<file path="src/hdl/dttfp_pkg.sv">
`default_nettype none
package dttfp_pkg;

	// Number of fraction digits kept; the result is the value times ten to this power.
	localparam int FRAC_DIGITS = 8;

	function automatic logic [63:0] pow10(input int n);
		logic [63:0] r;
		r = 64'd1;
		for (int i = 0; i < n && i < 19; i++) begin
			r = r * 64'd10;
		end
		return r;
	endfunction

	localparam logic [63:0] VAL_MAX    = 64'h7FFF_FFFF_FFFF_FFFF;
	localparam logic [63:0] SCALE      = pow10(FRAC_DIGITS);
	localparam logic [63:0] WHOLE_MAX  = VAL_MAX / SCALE;
	localparam logic [63:0] WHOLE_CAP  = WHOLE_MAX + 64'd1;
	localparam int          WHOLE_W    = $clog2(WHOLE_CAP + 64'd1);
	localparam int          FRAC_W     = $clog2(SCALE);
	localparam int          COUNT_W    = $clog2(FRAC_DIGITS + 1);
	localparam int          VALUE_W    = 63;

	// The saturated whole part, already scaled.
	localparam logic [63:0] CAP_SCALED = WHOLE_CAP * SCALE;

	localparam logic [7:0] CharZero  = 8'h30;
	localparam logic [7:0] CharNine  = 8'h39;
	localparam logic [7:0] CharPoint = 8'h2E;

	typedef struct packed {
		logic                 err_seen;
		logic                 any_seen;
		logic [WHOLE_W-1:0]   whole_acc;
		logic [63:0]          whole_scaled;
		logic [FRAC_W-1:0]    frac_scaled;
	} acc_state_t;

	// Place value of the fraction digit that arrives at position k (counted from 0).
	function automatic logic [FRAC_W-1:0] place_value(input logic [COUNT_W-1:0] k);
		logic [FRAC_W-1:0] r;
		r = '0;
		for (int i = 0; i < FRAC_DIGITS; i++) begin
			if (k == COUNT_W'(i)) begin
				r = FRAC_W'(pow10(FRAC_DIGITS - 1 - i));
			end
		end
		return r;
	endfunction

endpackage
`default_nettype wire

</file>
<file path="src/hdl/dttfp_accum.sv">
`default_nettype none
module dttfp_accum (
	input  wire logic                    clk,
	input  wire logic                    arst_n,
	input  wire logic                    step,
	input  wire logic [7:0]              ch,
	input  wire logic                    end_marker,
	output dttfp_pkg::acc_state_t        acc
);

	logic                               err_q;
	logic                               any_q;
	logic                               point_q;
	logic [dttfp_pkg::COUNT_W-1:0]      count_q;
	logic [dttfp_pkg::WHOLE_W-1:0]      whole_q;
	logic [63:0]                        whole_scaled_q;
	logic [dttfp_pkg::FRAC_W-1:0]       frac_q;

	logic                               is_digit;
	logic [3:0]                         digit;
	logic [dttfp_pkg::WHOLE_W+3:0]      whole_grown;
	logic [63:0]                        scaled_grown;
	logic [dttfp_pkg::FRAC_W+3:0]       frac_add;

	assign is_digit = (ch >= dttfp_pkg::CharZero) && (ch <= dttfp_pkg::CharNine);
	assign digit    = 4'(ch - dttfp_pkg::CharZero);

	always_comb begin
		whole_grown  = ((dttfp_pkg::WHOLE_W+4)'(whole_q) << 3)
			+ ((dttfp_pkg::WHOLE_W+4)'(whole_q) << 1)
			+ (dttfp_pkg::WHOLE_W+4)'(digit);
		// Only used below the cap, where the scaled value is known to fit in 64 bits.
		scaled_grown = (whole_scaled_q << 3) + (whole_scaled_q << 1)
			+ 64'(digit) * dttfp_pkg::SCALE;
		frac_add     = (dttfp_pkg::FRAC_W+4)'(digit)
			* (dttfp_pkg::FRAC_W+4)'(dttfp_pkg::place_value(count_q));
	end

	always_ff @(posedge clk or negedge arst_n) begin
		if (!arst_n) begin
			err_q          <= 1'b0;
			any_q          <= 1'b0;
			point_q        <= 1'b0;
			count_q        <= '0;
			whole_q        <= '0;
			whole_scaled_q <= '0;
			frac_q         <= '0;
		end else if (step) begin
			if (end_marker) begin
				err_q          <= 1'b0;
				any_q          <= 1'b0;
				point_q        <= 1'b0;
				count_q        <= '0;
				whole_q        <= '0;
				whole_scaled_q <= '0;
				frac_q         <= '0;
			end else begin
				any_q <= 1'b1;
				if (!err_q) begin
					if (!point_q) begin
						if (ch == dttfp_pkg::CharPoint) begin
							point_q <= 1'b1;
						end else if (is_digit) begin
							if (whole_grown > (dttfp_pkg::WHOLE_W+4)'(dttfp_pkg::WHOLE_CAP)) begin
								whole_q        <= dttfp_pkg::WHOLE_W'(dttfp_pkg::WHOLE_CAP);
								whole_scaled_q <= dttfp_pkg::CAP_SCALED;
							end else begin
								whole_q        <= dttfp_pkg::WHOLE_W'(whole_grown);
								whole_scaled_q <= scaled_grown;
							end
						end else begin
							err_q <= 1'b1;
						end
					end else if (count_q < dttfp_pkg::COUNT_W'(dttfp_pkg::FRAC_DIGITS)) begin
						if (is_digit) begin
							frac_q  <= frac_q + dttfp_pkg::FRAC_W'(frac_add);
							count_q <= count_q + dttfp_pkg::COUNT_W'(1);
						end else begin
							err_q <= 1'b1;
						end
					end
				end
			end
		end
	end

	assign acc.err_seen     = err_q;
	assign acc.any_seen     = any_q;
	assign acc.whole_acc    = whole_q;
	assign acc.whole_scaled = whole_scaled_q;
	assign acc.frac_scaled  = frac_q;

endmodule
`default_nettype wire

</file>
<file path="src/hdl/dttfp_result.sv">
`default_nettype none
module dttfp_result (
	input  wire logic                              clk,
	input  wire logic                              arst_n,
	input  wire logic                              load,
	input  wire dttfp_pkg::acc_state_t             acc,
	output logic                                   slot_free,
	output logic                                   result_valid,
	input  wire logic                              result_ready,
	output logic [dttfp_pkg::VALUE_W-1:0]          value,
	output logic                                   bad_text
);

	logic                               valid_q;
	logic [dttfp_pkg::VALUE_W-1:0]      value_q;
	logic                               bad_q;
	logic [63:0]                        sum;
	logic                               bad;

	always_comb begin
		sum = acc.whole_scaled + 64'(acc.frac_scaled);
		bad = acc.err_seen || !acc.any_seen
			|| (64'(acc.whole_acc) > dttfp_pkg::WHOLE_MAX)
			|| (sum > dttfp_pkg::VAL_MAX);
	end

	assign slot_free = !valid_q || result_ready;

	always_ff @(posedge clk or negedge arst_n) begin
		if (!arst_n) begin
			valid_q <= 1'b0;
		end else if (load) begin
			valid_q <= 1'b1;
		end else if (result_ready) begin
			valid_q <= 1'b0;
		end
	end

	always_ff @(posedge clk) begin
		if (load) begin
			value_q <= bad ? '0 : sum[dttfp_pkg::VALUE_W-1:0];
			bad_q   <= bad;
		end
	end

	assign result_valid = valid_q;
	assign value        = value_q;
	assign bad_text     = bad_q;

endmodule
`default_nettype wire

</file>
<file path="src/hdl/decimal_text_to_fixed_point.sv">
// Streaming ASCII decimal to fixed-point converter.
// The item channel (item_valid, item_ready, ch, end_marker) carries one
// character per transaction; a transaction with end_marker set ends the
// number and carries no character. The result channel (result_valid,
// result_ready, value, bad_text) gives one transaction for each end marker:
// the number times ten to the eighth, or bad_text set and value zero.
// One item per cycle is accepted while no end marker waits for the result
// register. Each item is held in the input register and is folded into the
// accumulators as it leaves it; an end marker loads the result register as it leaves.
// The accumulators keep the whole part both raw and pre-scaled, so the
// final value is one 64-bit add and compare.
// When the receiver stalls, characters keep flowing into the accumulators;
// only a further end marker waits in the input register until the result
// register is taken, and item_ready falls while it waits.
// Reset clears the accumulators and both valid flags, so the block starts
// on a fresh number with no result pending.
`default_nettype none
module decimal_text_to_fixed_point (
	input  wire logic                         clk,
	input  wire logic                         arst_n,
	input  wire logic                         item_valid,
	output logic                              item_ready,
	input  wire logic [7:0]                   ch,
	input  wire logic                         end_marker,
	output logic                              result_valid,
	input  wire logic                         result_ready,
	output logic [dttfp_pkg::VALUE_W-1:0]     value,
	output logic                              bad_text
);

	logic                    valid_s1;
	logic [7:0]              ch_s1;
	logic                    end_s1;
	logic                    go;
	logic                    slot_free;
	dttfp_pkg::acc_state_t   acc;

	assign go         = valid_s1 && (!end_s1 || slot_free);
	assign item_ready = !valid_s1 || go;

	always_ff @(posedge clk or negedge arst_n) begin
		if (!arst_n) begin
			valid_s1 <= 1'b0;
		end else if (item_valid && item_ready) begin
			valid_s1 <= 1'b1;
		end else if (go) begin
			valid_s1 <= 1'b0;
		end
	end

	always_ff @(posedge clk) begin
		if (item_valid && item_ready) begin
			ch_s1  <= ch;
			end_s1 <= end_marker;
		end
	end

	dttfp_accum u_accum (
		.clk        (clk),
		.arst_n     (arst_n),
		.step       (go),
		.ch         (ch_s1),
		.end_marker (end_s1),
		.acc        (acc)
	);

	dttfp_result u_result (
		.clk          (clk),
		.arst_n       (arst_n),
		.load         (go && end_s1),
		.acc          (acc),
		.slot_free    (slot_free),
		.result_valid (result_valid),
		.result_ready (result_ready),
		.value        (value),
		.bad_text     (bad_text)
	);

endmodule
`default_nettype wire

</file>
<file path="config.mk">
export PLATFORM = sky130hd
export DESIGN_NAME = decimal_text_to_fixed_point
export DESIGN_NICKNAME = d
export VERILOG_FILES = /design/src/hdl/dttfp_pkg.sv /design/src/hdl/dttfp_accum.sv /design/src/hdl/dttfp_result.sv /design/src/hdl/decimal_text_to_fixed_point.sv
export SDC_FILE = /design/constraint.sdc
export NUM_CORES = 1
export LEC_CHECK = 0
export CAP_MARGIN = 20
export CORE_UTILIZATION = 65
export CTS_CLUSTER_SIZE = 24
export DETAILED_ROUTE_END_ITERATION = 10
export DONT_BUFFER_PORTS = 1
export PLACE_DENSITY = 0.81
export RECOVER_POWER = 25
export SYNTH_ARGS = -nofsm -noshare
export SYNTH_HDL_FRONTEND = slang
export SYNTH_SLANG_ARGS = --single-unit
export TNS_END_PERCENT = 5
</file>
<file path="constraint.sdc">
create_clock -name clk -period 8.4 [get_ports clk]
set_clock_uncertainty 0.1 [all_clocks]
set_input_delay 2.52 -clock clk [delete_from_list [all_inputs] [get_ports clk]]
set_output_delay 2.52 -clock clk [all_outputs]
set_load 0.05 [all_outputs]
</file>
# Word level (Yosys, flattened, before mapping)

Cells that the tools add are included.

Register bits: 210
Bits in latches: 0
RAM bits: 0
Bits in read-only memories: 0
Output and inout bits: 66
Logic and storage cells: 108
Memories kept: 0

Add/subtract/negate cells: 8
$mul: 2
Divide/modulo/power cells: 0
$lt $le $gt $ge: 6
Equal/unequal tests: 11
Shift-type cells: 0
Multiplexer cells: 45
Bitwise logic cells: 0
Reductions and logical operators: 23

Operators by type and width:

| kind                                                 | count |
|---|---|
| 2-to-1 mux 64 bit                                    | 6 |
| 2-to-1 mux 27 bit                                    | 12 |
| 2-to-1 mux 37 bit                                    | 6 |
| adder 64 x 27 -> 64 bit                              | 1 |
| adder 64 x 31 -> 64 bit                              | 1 |
| adder 64 bit                                         | 1 |
| > comparator 64 x 63 -> 1 bit, second input constant | 1 |
| adder 40 x 38 -> 41 bit                              | 1 |
| adder 41 x 4 -> 41 bit                               | 1 |
| > comparator 41 x 37 -> 1 bit, second input constant | 1 |
| > comparator 37 bit, second input constant           | 1 |
| adder 27 bit                                         | 1 |
| multiplier 4 x 27 -> 27 bit                          | 1 |
| 2-to-1 mux 24 bit                                    | 1 |
| multiplier 4 x 19 -> 23 bit, second input constant   | 1 |
| 2-to-1 mux 4 bit                                     | 5 |
| equality test 4 x 3 -> 1 bit, second input constant  | 4 |
| 2-to-1 mux 1 bit                                     | 15 |
| AND reduction 5 bit                                  | 2 |
| nonzero test 2 bit                                   | 5 |
| equality test 4 x 2 -> 1 bit, second input constant  | 2 |
| equality test 8 x 6 -> 1 bit, second input constant  | 1 |
| >= comparator 8 x 6 -> 1 bit, second input constant  | 1 |
| <= comparator 8 x 6 -> 1 bit, second input constant  | 1 |
| 10 further kinds                                     | 23 |

# Logic depth before layout (Yosys ltp)

Word-level depth: 16
Gate-level depth with buffers: 33
Gate-level depth less buffers: 32

# Cells and area by module

From an unflattened synthesis, not the netlist that was laid out.

Cell total of the unflattened synthesis: 2343
Area total of the unflattened synthesis: 21075.2 µm²

By module, submodules not included:

| module                      | times used | cells an instance | area an instance (µm²) | sequential area each (µm²) |
|---|---|---|---|---|
| dttfp_accum                 | 1          | 1822              | 15783.9                | 3052.9 |
| dttfp_result                | 1          | 505               | 4942.2                 | 1946.9 |
| decimal_text_to_fixed_point | 1          | 16                | 349.1                  | 295.3 |

# Worst setup path before layout

OpenSTA, ideal clock, no wires.

Path kind: register -> register
Start point: register ch_s1[1]
End point: register u_accum.whole_scaled_q[62]
Library setup time: 0.121 ns
Arrival time: 7.334 ns
Setup slack: 0.845 ns
Cell stages (with the launch flop): 31
Path buffers: 0
Cell sequence: edfxtp_1 fa_1 inv_1 fa_1 inv_1 ha_1 a21o_1 a21oi_1 o21bai_1 a21oi_1 o21bai_1 a21oi_1 nor2b_1 o21a_1 o41ai_1 o31ai_1 xnor2_1 fa_1 inv_1 ha_1 nand3_1 nor4_1 o2111ai_1 nor4bb_1 or4b_2 a21oi_1 a311oi_1 o21bai_1 a21oi_1 a311o_1 a22o_2

Cells in the longest elaborated chain, start to end: 9

Ends and longest elaborated chain:

| item                                                                     | line                                 | text |
|---|---|---|
| start, declared                                                          | decimal_text_to_fixed_point.sv:32    | `logic [7:0] ch_s1;` |
| start signal, assigned                                                   | decimal_text_to_fixed_point.sv:53    | `ch_s1 <= ch;` |
| subtractor 4 x 1 -> 4 bit                                                | dttfp_accum.sv:26                    | `assign digit = 4'(ch - dttfp_pkg::CharZero);` |
| multiplier 4 x 19 -> 23 bit or adder 41 x 4 -> 41 bit (tied branches)    | dttfp_accum.sv:34, dttfp_accum.sv:31 |  |
| adder 64 x 31 -> 64 bit or > comparator 41 x 37 -> 1 bit (tied branches) | dttfp_accum.sv:34, dttfp_accum.sv:64 |  |
| 2-to-1 mux 64 bit                                                        | dttfp_accum.sv:64                    | `if (whole_grown > (dttfp_pkg::WHOLE_W+4)'(dttfp_pkg::WHOLE_CAP)) begin` |
| 2-to-1 mux 64 bit                                                        | dttfp_accum.sv:63                    | `end else if (is_digit) begin` |
| 2-to-1 mux 64 bit                                                        | dttfp_accum.sv:61                    | `if (ch == dttfp_pkg::CharPoint) begin` |
| 2-to-1 mux 64 bit                                                        | dttfp_accum.sv:60                    | `if (!point_q) begin` |
| 2-to-1 mux 64 bit                                                        | dttfp_accum.sv:59                    | `if (!err_q) begin` |
| 2-to-1 mux 64 bit                                                        | dttfp_accum.sv:49                    | `if (end_marker) begin` |
| end signal, assigned                                                     | dttfp_accum.sv:66                    | `whole_scaled_q <= dttfp_pkg::CAP_SCALED;` |
| end signal, assigned                                                     | dttfp_accum.sv:69                    | `whole_scaled_q <= scaled_grown;` |
| end, declared                                                            | dttfp_accum.sv:16                    | `logic [63:0] whole_scaled_q;` |

Parallel ways exist; a longest one is shown, timed or not. The select of a mux whose other input is x is not followed.
A chain may end at the register's enable or synchronous reset.

# Worst setup path after layout

Same ends and word-level chain as after synthesis.

==> qor.yml <==
setup_path:
  crit_type: "register to register"
  cp_slowest_stage_delay_ps: 690
  end_kind: "register"
  required_ps: 8670
  critPathArrivalTime_ps: 8370
  slowest_stage: "or4b_2"
  start_kind: "register"
  cp_max_fo: 6
synth:
  ys_seq_area_share_pct: 26.7
  ys_seq_elements: 197
  synth.net_count: 2559
  synth_area_per_cell_um2: 8.96
  yosys-top-cells-count: "ha_1, inv_1, nor2_1"
  synth_cells: 2215
  synth.most_common_cell: "ha_1"
  synth-edff-count: 73
  synth.distinct_cells: 88
  synth.top_cells.by_area: "dfrtp_1, ha_1, edfxtp_1, fa_1, xnor2_1"
  synth_area_um2: 19800
  postSynth.asyncResetShare_pct: 62.9
  yosys_warnings: 0
  synth_top_area_share_pct: 15.6
  synthFlopType: "dfrtp_1"
  yosysTopAreaCell: "dfrtp_1"
clock_network:
  cts_tree: "done"
  clock_latency_ps: 490
  path_clk_slew_ps: 90
  htree_levels: 4
  clk_path_buf_depth: 2
  numCtsBuffers: 17
  hold_buffers: 0
  clock-sinks: 197
  ctsRootBufferMaster: "clkbuf_16"
power_and_ir_drop:
  ir_drop_mv: 0.317
  pwr-share-seq_pct: 23.8
  internal_power_uw: 3020
  power.leakage_uw: 0.00987
  p_per_area_nw_per_um2: 288
  clockPowerShare_pct: 15.0
  p_sw_share_pct: 49.8
  p_switching_uw: 2990
  pwr-share-comb_pct: 61.2
die:
  num_rows: 63
  die_y_um: 177
  start_util_pct: 66.4
  fp.dieW_um: 177
  core_area_um2: 29900
  io_pins: 79
  die_area_um2: 31200
min_path:
  hold_path.class: "register to register"
timing:
  maxSlewViolCount: 0
  finalHoldViolCount: 0
  min_period_ps: 8090
  worst_slew_pin_slew_ps: 960
  clock.fmax_ghz: 0.124
  relSlewSlack_pct: 36.0
  whs_ps: 387
  setup_viol: 0
  period_share_pct: 96.3
  tns_ps: 0
finish:
  multiInputGateArea_um2: 13500
  num-fill-cells: 2370
  seqCellArea_um2: 5300
  syn2layout_area_growth_pct: 4.94
  drive_gt1_share_pct: 7.03
  nNetsFinal: 2508
drt:
  first_pass_iters: 6
  ant_nets: 0
  avgViaCountPerCell: 6.45
  wl_mm: 51.4
  drt_iter0_drc: 1315
  drc: 0
  wl_per_cell_um: 20.0
  vias: 16562
placement:
  dp_hpwl_mm: 38.5
  gp_congestion: 0.943
  port_buffers: 0
grt:
  grt_pass1_vias: 16386
  grt_antenna_before_repair: 2
  grt_pass1_wl_mm: 84.1
  grt-ovfl-total: 0
  grt.total_usage_pct: 33.9
  grt_max_degree: 125
run:
  drv_cap: 0
outcome:
  status: "complete, no violations"
[worst paths after layout]
| kind | startpoint | end | slack, ps | cells after the start |
|---|---|---|---|---|
| worst max-delay path | ch_s1[1]$_DFFE_PP_ | u_accum.whole_scaled_q[62]$_DFFE_PN0P_ | 310 | 32 |
| worst min-delay path | u_accum.frac_q[3]$_DFFE_PN0P_ | u_accum.frac_q[3]$_DFFE_PN0P_ | 390 | 2 |
| worst max register to register | ch_s1[1]$_DFFE_PP_ | u_accum.whole_scaled_q[62]$_DFFE_PN0P_ | 310 | 32 |
| worst min register to register | u_accum.frac_q[3]$_DFFE_PN0P_ | u_accum.frac_q[3]$_DFFE_PN0P_ | 390 | 2 |
| max in group asynchronous | arst_n | u_accum.whole_scaled_q[52]$_DFFE_PN0P_ | 6340 | 0 |
| min in group asynchronous | arst_n | u_accum.frac_q[9]$_DFFE_PN0P_ | 1630 | 0 |
[metal layers]
metal / up-vias / GRT usage, % / share of wire (%)
li1: 7804 / - / -
met1: 8077 / 46.6 / 44
met2: 584 / 55.1 / 47
met3: 97 / 4.06 / 5.8
met4: 0 / 11.7 / 2.7
met5: - / 0 / 0
[layout by cell type, fill, tap and decap left out, drive strengths merged, types with 26 or more instances in the layout]
cell type  synthesis  layout
ha               244     244
inv              200     213
nor2             181     181
a21oi            166     166
nand2            162     162
dfrtp            124     124
xnor2             98      98
o21ai             97      97
fa                87      87
edfxtp            73      73
a21o              66      66
xor2              63      63
a22o              62      62
nand3             61      61
nor3              40      40
nand4             30      30
nor4              30      30
nor2b             28      28
and2              28      28
a31oi             26      26
and3              26      26
[what timing repair did]
item / CTS / global route
pin swaps: 0 / 1
endpoints found under the setup margin: 1 / 7
buffers inserted: 0 / 1
resized for setup: 1 / 12
[registers in the layout (all words and copies together) (netlist names)]
register,cells
u_accum.point_q,1
ch_s1,8
u_accum.whole_scaled_q,56
end_s1,1
u_result.value,63
u_accum.count_q,4
u_accum.any_q,1
u_result.result_valid,1
u_result.bad_text,1
u_accum.err_q,1
valid_s1,1
u_accum.frac_q,27
u_accum.whole_q,32
[power by group through the flow]
| stage | Sequential [µW] | Clock, µW | Combinational (µW) |
|---|---|---|---|
| 6_report | 1430 | 898 | 3680 |
| 5_1_grt | 1450 | 935 | 4050 |
| 4_1_cts | 1420 | 903 | 3570 |
| 3_5_place_dp | 1440 | 0 | 3550 |
| 3_3_place_gp | 1440 | 0 | 3470 |
| 2_1_floorplan | 1350 | 0 | 2780 |
[logic make-up after synthesis]
| family | Yosys count | synth area share, % |
|---|---|---|
| simple gates | 661 | 16.4 |
| compound gates | 570 | 19.6 |
| mux | 5 | 0.252 |
| flops | 197 | 26.7 |
| fa+ha+maj | 331 | 24.2 |
| buf+inv | 290 | 5.79 |
| xor+xnor | 161 | 7.11 |
[critical path, delay by kind of cell, from the launching register on]
kind / cells / cell delay, ps
DFF: 1 / 430
AOI/OAI and AO/OA: 15 / 2740
and+or+nand+nor: 7 / 1790
buffers and inverters: 5 / 500
adders and majority gates: 5 / 2440
[final cells by class]
| class | count | area share [%] |
|---|---|---|
| clock inverter | 14 | 0.799 |
| sequential | 197 | 25.4 |
| inverter | 202 | 3.64 |
| timing repair buffer | 18 | 0.745 |
| antenna | 2 | 0.0240 |
| multi-input combinational | 1728 | 64.9 |
| clock buffer | 18 | 2.16 |
| tap | 390 | 2.34 |
[metrics by stage]
| step | util (%) | worst slack [ps] | instance area, µm² | power (µW) | cells |
|---|---|---|---|---|---|
| floorplan | - | 845 | 19800 | 4130 | 2215 |
| global placement | 67.3 | 224 | 20100 | 4910 | 2533 |
| detailed placement | 67.3 | -73.0 | 20100 | 4990 | 2533 |
| CTS | 69.4 | 35.4 | 20700 | 5900 | 2565 |
| global route | 69.7 | -110 | 20800 | 6440 | 2569 |
| finish | 69.7 | 309 | 20800 | 6010 | 2569 |
(Power assumes the default switching activity.)
